==> config.mk <==
export PLATFORM = sky130hd
export DESIGN_NAME = token_edit_distance_matches
export DESIGN_NICKNAME = d
export VERILOG_FILES = /design/src/rtl/tedm_pkg.sv /design/src/rtl/token_edit_distance_matches.sv /design/src/rtl/tedm_cell.sv
export SDC_FILE = /design/constraint.sdc
export NUM_CORES = 2
export LEC_CHECK = 0
export BUFFER_PORTS_ARGS = -buffer_cell sky130_fd_sc_hd__buf_2
export CORE_MARGIN = 2
export CORE_UTILIZATION = 45
export CTS_CLUSTER_DIAMETER = 200
export DETAILED_ROUTE_END_ITERATION = 7
export PLACE_DENSITY = 0.7
export SLEW_MARGIN = 20
export SYNTH_ARGS = -nofsm -noshare
export SYNTH_HDL_FRONTEND = slang
export SYNTH_SLANG_ARGS = --single-unit
==> constraint.sdc <==
create_clock -name clk -period 9.73 [get_ports clk]
set_input_delay 0.4865 -clock clk [delete_from_list [all_inputs] [get_ports clk]]
set_output_delay 0.4865 -clock clk [all_outputs]
set_load 0.01 [all_outputs]
==> src/rtl/tedm_pkg.sv <==
// shared constants and types for the token edit-distance match generator
// no dependencies; imported by every module of the block
package tedm_pkg;

  localparam int MAX_SUFFIX_DEF     = 32;
  localparam int MAX_TRANSITION_DEF = 32;
  localparam int TOKEN_BITS_DEF     = 24;

  localparam int FUNC_W    = 2;
  localparam int ALREADY_W = 8;
  localparam int COST_W    = 6;
  localparam int PM_W      = 9;
  localparam int TM_W      = 6;

  typedef logic [FUNC_W-1:0] func_t;

  localparam func_t FUNC_SUFFIX  = 2'd0;
  localparam func_t FUNC_TRANS   = 2'd1;
  localparam func_t FUNC_COMPUTE = 2'd2;

endpackage

==> src/rtl/token_edit_distance_matches.sv <==
// an append writes its word from idle; compute with S suffix and T transition words:
//   first cost row, S table rows, then a read and a stall-held offer per candidate
// the table walk runs through one shared cell unit on a single-port cost row memory
// one request in flight at a time; the last candidate may wait while the next is taken
// rst_n (synchronous, active low) empties both buffers and the output register
module token_edit_distance_matches #(
  parameter int MAX_SUFFIX     = tedm_pkg::MAX_SUFFIX_DEF,
  parameter int MAX_TRANSITION = tedm_pkg::MAX_TRANSITION_DEF,
  parameter int TOKEN_BITS     = tedm_pkg::TOKEN_BITS_DEF
) (
  input  logic                            clk,
  input  logic                            rst_n,
  input  logic                            in_valid,
  output logic                            in_stall,
  input  tedm_pkg::func_t                 in_func,
  input  logic [TOKEN_BITS-1:0]           in_token,
  input  logic [tedm_pkg::ALREADY_W-1:0]  in_already_matched,
  output logic                            out_valid,
  input  logic                            out_stall,
  output logic [tedm_pkg::COST_W-1:0]     out_edit_cost,
  output logic [tedm_pkg::PM_W-1:0]       out_prefix_matched,
  output logic [tedm_pkg::TM_W-1:0]       out_transition_matched,
  output logic                            out_last
);
  import tedm_pkg::*;

  localparam int SW    = $clog2(MAX_SUFFIX + 1);
  localparam int TW    = $clog2(MAX_TRANSITION + 1);
  localparam int SIW   = (MAX_SUFFIX > 1) ? $clog2(MAX_SUFFIX) : 1;
  localparam int TIW   = (MAX_TRANSITION > 1) ? $clog2(MAX_TRANSITION) : 1;
  localparam int MAXST = (MAX_SUFFIX > MAX_TRANSITION) ? MAX_SUFFIX : MAX_TRANSITION;
  localparam int CW    = $clog2(MAXST + 2);

  localparam logic [3:0] ST_IDLE  = 4'd0;
  localparam logic [3:0] ST_INIT  = 4'd1;
  localparam logic [3:0] ST_ROW   = 4'd2;
  localparam logic [3:0] ST_CRD   = 4'd3;
  localparam logic [3:0] ST_CALC  = 4'd4;
  localparam logic [3:0] ST_REND  = 4'd5;
  localparam logic [3:0] ST_E1RD  = 4'd6;
  localparam logic [3:0] ST_E1OUT = 4'd7;
  localparam logic [3:0] ST_E2RD  = 4'd8;
  localparam logic [3:0] ST_E2OUT = 4'd9;

  // buffers and table storage
  logic [TOKEN_BITS-1:0] suf_mem [MAX_SUFFIX];
  logic [TOKEN_BITS-1:0] trn_mem [MAX_TRANSITION];
  logic [CW-1:0]         row_mem [MAX_TRANSITION+1];
  logic [CW-1:0]         fcol_mem [MAX_SUFFIX];

  logic [3:0]           state_r, state_nxt;
  logic [SW-1:0]        s_cnt_r, s_cnt_nxt;
  logic [TW-1:0]        t_cnt_r, t_cnt_nxt;
  logic [SW-1:0]        i_r, i_nxt;
  logic [TW-1:0]        j_r, j_nxt;
  logic [CW-1:0]        left_r, left_nxt;
  logic [CW-1:0]        diag_r, diag_nxt;
  logic [ALREADY_W-1:0] already_r, already_nxt;

  logic                  out_valid_r, out_valid_nxt;
  logic [COST_W-1:0]     out_cost_r, out_cost_nxt;
  logic [PM_W-1:0]       out_pm_r, out_pm_nxt;
  logic [TM_W-1:0]       out_tm_r, out_tm_nxt;
  logic                  out_last_r, out_last_nxt;
  logic                  out_load;
  logic                  out_free;

  logic [TOKEN_BITS-1:0] sw_rd_r;
  logic [TOKEN_BITS-1:0] tw_rd_r;
  logic [CW-1:0]         row_rd_r;
  logic [CW-1:0]         fcol_rd_r;

  logic                  suf_we, trn_we;
  logic                  suf_re, trn_re, row_re, fcol_re;
  logic                  row_we, fcol_we;
  logic [TW-1:0]         row_waddr, row_raddr;
  logic [CW-1:0]         row_wdata;

  logic [SW-1:0]         i_m1;
  logic [TW-1:0]         j_m1;
  logic [TW-1:0]         t_m1;
  logic [CW-1:0]         best;
  logic                  in_acc;

  assign i_m1   = i_r - 1'b1;
  assign j_m1   = j_r - 1'b1;
  assign t_m1   = t_cnt_r - 1'b1;
  assign in_acc = in_valid && !in_stall;

  assign in_stall               = (state_r != ST_IDLE);
  assign out_valid              = out_valid_r;
  assign out_edit_cost          = out_cost_r;
  assign out_prefix_matched     = out_pm_r;
  assign out_transition_matched = out_tm_r;
  assign out_last               = out_last_r;
  assign out_free               = !out_valid_r || !out_stall;

  tedm_cell #(
    .CW         (CW),
    .TOKEN_BITS (TOKEN_BITS)
  ) u_cell (
    .up   (row_rd_r),
    .left (left_r),
    .diag (diag_r),
    .sw   (sw_rd_r),
    .tw   (tw_rd_r),
    .best (best)
  );

  always_comb begin
    state_nxt    = state_r;
    s_cnt_nxt    = s_cnt_r;
    t_cnt_nxt    = t_cnt_r;
    i_nxt        = i_r;
    j_nxt        = j_r;
    left_nxt     = left_r;
    diag_nxt     = diag_r;
    already_nxt  = already_r;
    out_load     = 1'b0;
    out_cost_nxt = out_cost_r;
    out_pm_nxt   = out_pm_r;
    out_tm_nxt   = out_tm_r;
    out_last_nxt = out_last_r;
    suf_we       = 1'b0;
    trn_we       = 1'b0;
    suf_re       = 1'b0;
    trn_re       = 1'b0;
    row_re       = 1'b0;
    fcol_re      = 1'b0;
    row_we       = 1'b0;
    fcol_we      = 1'b0;
    row_waddr    = j_r;
    row_raddr    = j_r;
    row_wdata    = CW'(j_r);

    case (state_r)
      ST_IDLE: begin
        if (in_acc) begin
          case (in_func)
            FUNC_SUFFIX: begin
              if (s_cnt_r < SW'(MAX_SUFFIX)) begin
                suf_we    = 1'b1;
                s_cnt_nxt = s_cnt_r + 1'b1;
              end
            end
            FUNC_TRANS: begin
              if (t_cnt_r < TW'(MAX_TRANSITION)) begin
                trn_we    = 1'b1;
                t_cnt_nxt = t_cnt_r + 1'b1;
              end
            end
            FUNC_COMPUTE: begin
              already_nxt = in_already_matched;
              j_nxt       = '0;
              state_nxt   = ST_INIT;
            end
            default: ;
          endcase
        end
      end
      // first row of the table: cost j
      ST_INIT: begin
        row_we    = 1'b1;
        row_waddr = j_r;
        row_wdata = CW'(j_r);
        if (j_r == t_cnt_r) begin
          if (s_cnt_r == '0) begin
            if (t_cnt_r > TW'(1)) begin
              j_nxt     = TW'(1);
              state_nxt = ST_E1RD;
            end else begin
              s_cnt_nxt = '0;
              t_cnt_nxt = '0;
              state_nxt = ST_IDLE;
            end
          end else begin
            i_nxt     = SW'(1);
            state_nxt = ST_ROW;
          end
        end else begin
          j_nxt = j_r + 1'b1;
        end
      end
      ST_ROW: begin
        suf_re    = 1'b1;
        row_we    = 1'b1;
        row_waddr = '0;
        row_wdata = CW'(i_r);
        left_nxt  = CW'(i_r);
        diag_nxt  = CW'(i_m1);
        j_nxt     = TW'(1);
        state_nxt = (t_cnt_r == '0) ? ST_REND : ST_CRD;
      end
      ST_CRD: begin
        trn_re    = 1'b1;
        row_re    = 1'b1;
        row_raddr = j_r;
        state_nxt = ST_CALC;
      end
      ST_CALC: begin
        row_we    = 1'b1;
        row_waddr = j_r;
        row_wdata = best;
        left_nxt  = best;
        diag_nxt  = row_rd_r;
        if (j_r == t_cnt_r) begin
          state_nxt = ST_REND;
        end else begin
          j_nxt     = j_r + 1'b1;
          state_nxt = ST_CRD;
        end
      end
      // left holds the last column entry of this row
      ST_REND: begin
        fcol_we = 1'b1;
        if (i_r == s_cnt_r) begin
          if (t_cnt_r > TW'(1)) begin
            j_nxt     = TW'(1);
            state_nxt = ST_E1RD;
          end else begin
            i_nxt     = SW'(1);
            state_nxt = ST_E2RD;
          end
        end else begin
          i_nxt     = i_r + 1'b1;
          state_nxt = ST_ROW;
        end
      end
      ST_E1RD: begin
        row_re    = 1'b1;
        row_raddr = j_r;
        state_nxt = ST_E1OUT;
      end
      ST_E1OUT: begin
        if (out_free) begin
          out_load     = 1'b1;
          out_cost_nxt = COST_W'(row_rd_r);
          out_pm_nxt   = PM_W'(already_r) + PM_W'(s_cnt_r);
          out_tm_nxt   = TM_W'(j_r);
          out_last_nxt = (j_r == t_m1) && (s_cnt_r == '0);
          if (j_r == t_m1) begin
            if (s_cnt_r == '0) begin
              s_cnt_nxt = '0;
              t_cnt_nxt = '0;
              state_nxt = ST_IDLE;
            end else begin
              i_nxt     = SW'(1);
              state_nxt = ST_E2RD;
            end
          end else begin
            j_nxt     = j_r + 1'b1;
            state_nxt = ST_E1RD;
          end
        end
      end
      ST_E2RD: begin
        fcol_re   = 1'b1;
        state_nxt = ST_E2OUT;
      end
      ST_E2OUT: begin
        if (out_free) begin
          out_load     = 1'b1;
          out_cost_nxt = COST_W'(fcol_rd_r);
          out_pm_nxt   = PM_W'(already_r) + PM_W'(i_r);
          out_tm_nxt   = TM_W'(t_cnt_r);
          out_last_nxt = (i_r == s_cnt_r);
          if (i_r == s_cnt_r) begin
            s_cnt_nxt = '0;
            t_cnt_nxt = '0;
            state_nxt = ST_IDLE;
          end else begin
            i_nxt     = i_r + 1'b1;
            state_nxt = ST_E2RD;
          end
        end
      end
      default: begin
        state_nxt = ST_IDLE;
      end
    endcase

    if (out_load) begin
      out_valid_nxt = 1'b1;
    end else if (!out_stall) begin
      out_valid_nxt = 1'b0;
    end else begin
      out_valid_nxt = out_valid_r;
    end
  end

  always_ff @(posedge clk) begin
    if (!rst_n) begin
      state_r     <= ST_IDLE;
      s_cnt_r     <= '0;
      t_cnt_r     <= '0;
      out_valid_r <= 1'b0;
    end else begin
      state_r     <= state_nxt;
      s_cnt_r     <= s_cnt_nxt;
      t_cnt_r     <= t_cnt_nxt;
      out_valid_r <= out_valid_nxt;
    end
  end

  always_ff @(posedge clk) begin
    i_r        <= i_nxt;
    j_r        <= j_nxt;
    left_r     <= left_nxt;
    diag_r     <= diag_nxt;
    already_r  <= already_nxt;
    out_cost_r <= out_cost_nxt;
    out_pm_r   <= out_pm_nxt;
    out_tm_r   <= out_tm_nxt;
    out_last_r <= out_last_nxt;
  end

  always_ff @(posedge clk) begin
    if (suf_we) begin
      suf_mem[s_cnt_r[SIW-1:0]] <= in_token;
    end
    if (suf_re) begin
      sw_rd_r <= suf_mem[i_m1[SIW-1:0]];
    end
  end

  always_ff @(posedge clk) begin
    if (trn_we) begin
      trn_mem[t_cnt_r[TIW-1:0]] <= in_token;
    end
    if (trn_re) begin
      tw_rd_r <= trn_mem[j_m1[TIW-1:0]];
    end
  end

  always_ff @(posedge clk) begin
    if (row_we) begin
      row_mem[row_waddr] <= row_wdata;
    end
    if (row_re) begin
      row_rd_r <= row_mem[row_raddr];
    end
  end

  always_ff @(posedge clk) begin
    if (fcol_we) begin
      fcol_mem[i_m1[SIW-1:0]] <= left_r;
    end
    if (fcol_re) begin
      fcol_rd_r <= fcol_mem[i_m1[SIW-1:0]];
    end
  end

endmodule

==> src/rtl/tedm_cell.sv <==
// one cell of the unit-cost edit table: min of delete, insert, substitute
// depends on tedm_pkg
module tedm_cell #(
  parameter int CW         = 7,
  parameter int TOKEN_BITS = tedm_pkg::TOKEN_BITS_DEF
) (
  input  logic [CW-1:0]         up,
  input  logic [CW-1:0]         left,
  input  logic [CW-1:0]         diag,
  input  logic [TOKEN_BITS-1:0] sw,
  input  logic [TOKEN_BITS-1:0] tw,
  output logic [CW-1:0]         best
);
  import tedm_pkg::*;

  logic [CW-1:0] del_c;
  logic [CW-1:0] ins_c;
  logic [CW-1:0] sub_c;
  logic [CW-1:0] min_di;

  always_comb begin
    del_c  = up + 1'b1;
    ins_c  = left + 1'b1;
    sub_c  = diag + CW'(sw != tw);
    min_di = (ins_c < del_c) ? ins_c : del_c;
    best   = (sub_c < min_di) ? sub_c : min_di;
  end

endmodule

==> out/qor.txt <==
Hold_sp -> in_token[12]
ANT nets after route -> 0
Critical Path AT -> 6.15 ns
Port Buf Inserts -> 61
Top cell type's share of synthesized area -> 0.7636
CP Cell Sequence -> ha_1, nand3_1, xor2_1, inv_1, ha_1, nand2_1, o21ai_1, a21o_1, mux2i_1, inv_1, ha_1, a21o_1, a21o_1, a21oi_1, nor3b_1, a31oi_4, mux2_1, o21ai_4
CTS root buffer -> clkbuf_16
Post-Route WL -> 184100 µm
Post-synthesis instance total -> 3653
FFs w/ async S/R, synth -> 0
Synth-to-layout area growth -> 13.01%
CTS tree -> built
Unrepaired setup endpoints after global routing -> no
GRT Total Usage -> 0.2034
PD cells -> 235.4 mW/mm²
Final hold vios -> 0
Seq/Total Area, Yosys -> 0.7679
Clock Skew -> 0.03436 ns
Worst-Margin Slew -> 1.151 ns
Top FF cell, synth -> edfxtp_1
Vias in the first global route -> 38407
Die Height -> 426.2 µm
Final worst-path cycle share -> 0.5824
Postcts setup bufs -> 0
Flops & latches, synth -> 2057
Minimum clock period -> 5.667 ns
Worst vdd ir -> 0.2734 mV
Hold Path Cell Cnt -> 1
Startpoint types -> flop
Rows -> 154
Post-cts sizing count -> 0
Fin nets -> 3917
Worst path slowest cell -> edfxtp_1
Worst hold endpoint -> trn_mem[21][12]$_DFFE_PP_
RD Place Congestion -> 0.8315
Sequential cell area -> 0.06160 mm²
R2R Setup Slk -> 4.06 ns
Finish-stage setup viols -> 0
Vias per inst -> 6.036
Largest net degree at the start of global routing -> 144
FMAX -> 176.5 MHz
Setup WS pre-CTS -> 3.544 ns
Total negative setup slack -> 0 ns
MaxCap Viol Count -> 0
Leakage -> 0.02809 µW
Slew headroom -> 0.2317
CTS sink count -> 2057
RR Startpoint -> left_r[1]$_DFFE_PN_
TritonCTS Buffers -> 196
CTS clk-pin slew, worst paths -> 0.06 ns
Status -> finished, final reports clean
Worst setup EP type -> flop
Die W -> 426.2 µm
Tot Pwr -> 21340 µW
GR Overflow Total -> 0
Design Area, Final -> 0.09066 mm²
First-pass GRT wire length -> 267300 µm
DPL Wire Length -> 101600 µm
Syn Std Cell Area -> 0.08022 mm²
Clk_lat worst skew -> 0.84 ns
Total I/O pin count -> 62
Die area -> 0.1817 mm²
Core footprint -> 0.1767 mm²
Drt pass-1 iters -> 8
Yosys Warn Count -> 0
Final Instance Count excl. Fillers -> 6349
# fillers -> 13354
Dpl cell area -> 0.08388 mm²
Pins Over Slew Limit -> 0
Setup CP Type -> reg2reg
Wire length per cell -> 29.00 µm
Initial Util -> 0.4540
Setup WS post-layout -> 4.063 ns
Syn Nets -> 3728
Post-Syn Area per Cell -> 21.96 µm²
H-tree levels -> 4
Synth area leader -> edfxtp_1
DRC errors left -> 0
Worst r2r dst -> row_mem[11][5]$_DFFE_PP_
Initial antenna violation count -> 11
DRT iter0 DRCs -> 5168
Slowest stage delay, CP -> 0.78 ns
Crit path max fanout -> 33
Share of cells above drive strength 1 -> 0.2790
Distinct cell type count after synthesis -> 70
Worst path bufs/invs -> 2
Critical Path RT -> 10.21 ns
Clk buf depth -> 3
R2r worst-path depth -> 18
Largest cells by area after synthesis -> edfxtp_1 76%, mux4_2 15%, a22oi_1 1.1%
Placed cell count -> 5966
Via count -> 38321
Footprint of the multi-input gates -> 0.01818 mm²
HP Class -> in2reg
Delay-heaviest family, CP -> compound AO/OA/AOI/OAI gates
Post-synth EDFFs -> 2040
-- metal layers --
metal | GRT usage | wire length (µm) | part of all wire | vias to the layer above
met3 | 0.03543 | 15420 | 0.084 | 297
li1 | - | - | - | 15739
met5 | 0 | 47 | 0.00026 | -
met4 | 0.05925 | 4770 | 0.026 | 8
met2 | 0.3268 | 90530 | 0.49 | 1793
met1 | 0.2879 | 73330 | 0.40 | 20484
-- cells in the mapped netlist (8+ instances only) --
cell type,instances
edfxtp_1,2040
mux4_2,544
nor2_1,184
a22oi_1,119
nand2_1,112
clkbuf_1,93
buf_2,66
xnor2_1,42
ha_1,36
nand4_1,34
xor2_1,31
nand3_1,29
a21oi_1,27
inv_1,27
mux2_2,27
o21ai_0,24
buf_1,18
dfxtp_1,17
mux2i_1,14
nor3_1,13
o21ai_1,12
nand2b_1,10
o21a_1,10
and3_1,9
a211oi_1,8
nand3b_1,8
-- stage by stage --
stage            util  hold slack (ns)
2_1_floorplan       -           0.4836
3_3_place_gp   0.4746           0.5073
3_5_place_dp   0.4747           0.4991
4_1_cts        0.5121          0.01443
5_1_grt        0.5131          0.05407
6_report       0.5131          0.06670
-- final cells by class --
class	instances	area share
inverter	27	0.001118
timing repair buffer	173	0.01493
multi-input combinational	1387	0.2005
clock inverter	126	0.01531
tap	2340	0.03230
clock buffer	237	0.05627
antenna	2	0.00005521
sequential	2057	0.6795
-- timing repair --
action / 4_1_cts / 5_1_grt
endpoints found under the setup margin: 0 / 0
hold buffers: 11 / 0
endpoints found under the hold margin: 31 / 0
-- how the worst max path moves through the flow --
stage | to | slack, ns | from | cells past startpoint
after CTS | row_mem[26][1]$_DFFE_PP_ | 3.46 | left_r[1]$_DFFE_PN_ | 18
after global placement | row_mem[24][5]$_DFFE_PP_ | 3.68 | left_r[0]$_DFFE_PN_ | 18
after global routing | row_mem[11][5]$_DFFE_PP_ | 3.71 | left_r[1]$_DFFE_PN_ | 18
final | row_mem[11][5]$_DFFE_PP_ | 4.06 | left_r[1]$_DFFE_PN_ | 18
after floorplan | row_mem[0][5]$_DFFE_PP_ | 4.44 | left_r[0]$_DFFE_PN_ | 18
after detailed placement | row_mem[26][1]$_DFFE_PP_ | 3.54 | left_r[1]$_DFFE_PN_ | 18
-- logic make-up (layout without fill, tap and decap cells) --
| kind of cell | after synthesis | in the layout | synth area share |
|---|---|---|---|
| buf+inv | 209 | 563 | 0.01114 |
| fa+ha+maj | 37 | 37 | 0.005865 |
| flops | 2057 | 2057 | 0.7679 |
| other cells | 0 | 2 | 0 |
| xor+xnor | 77 | 77 | 0.008922 |
| simple gates | 439 | 439 | 0.02539 |
| compound gates | 248 | 248 | 0.02240 |
| mux | 586 | 586 | 0.1584 |
-- cells in the final DEF, fill, tap and decap left out, types with 29 or more instances in the layout --
cell type,instances
clkbuf_1,39
xnor2_1,39
nand4_1,34
ha_1,34
buf_2,42
nand2_1,112
nor2_2,38
nand3_1,29
buf_4,107
clkbuf_16,198
clkinv_1,46
edfxtp_1,2040
clkinv_2,34
mux4_2,544
nor2_1,119
a22oi_1,119
-- registers in the layout, indices dropped and copies added, names as in the netlist, 8 cells and up --
name / count
already_r: 8
fcol_mem: 192
out_prefix_matched: 9
row_mem: 198
suf_mem: 768
sw_rd_r: 24
trn_mem: 768
tw_rd_r: 24
-- report_power, final --
part           switching [µW]  total (µW)  internal (µW)
Clock                    3260        7670           4410
Sequential               65.8       10000           9940
Combinational            2080        3660           1570
-- worst register-to-register path, cell delays in order, from the launching register on --
cell and delay (ns):
edfxtp_1 0.78, ha_1 0.30, nand3_1 0.10, xor2_1 0.22, inv_1 0.07, ha_1 0.30, nand2_1 0.06, o21ai_1 0.26
a21o_1 0.26, mux2i_1 0.32, inv_1 0.09, ha_1 0.32, a21o_1 0.16, a21o_1 0.16, a21oi_1 0.22, nor3b_1 0.37
a31oi_4 0.19, mux2_1 0.41, o21ai_4 0.71
Note: power is estimated with default switching activity, not from simulation.
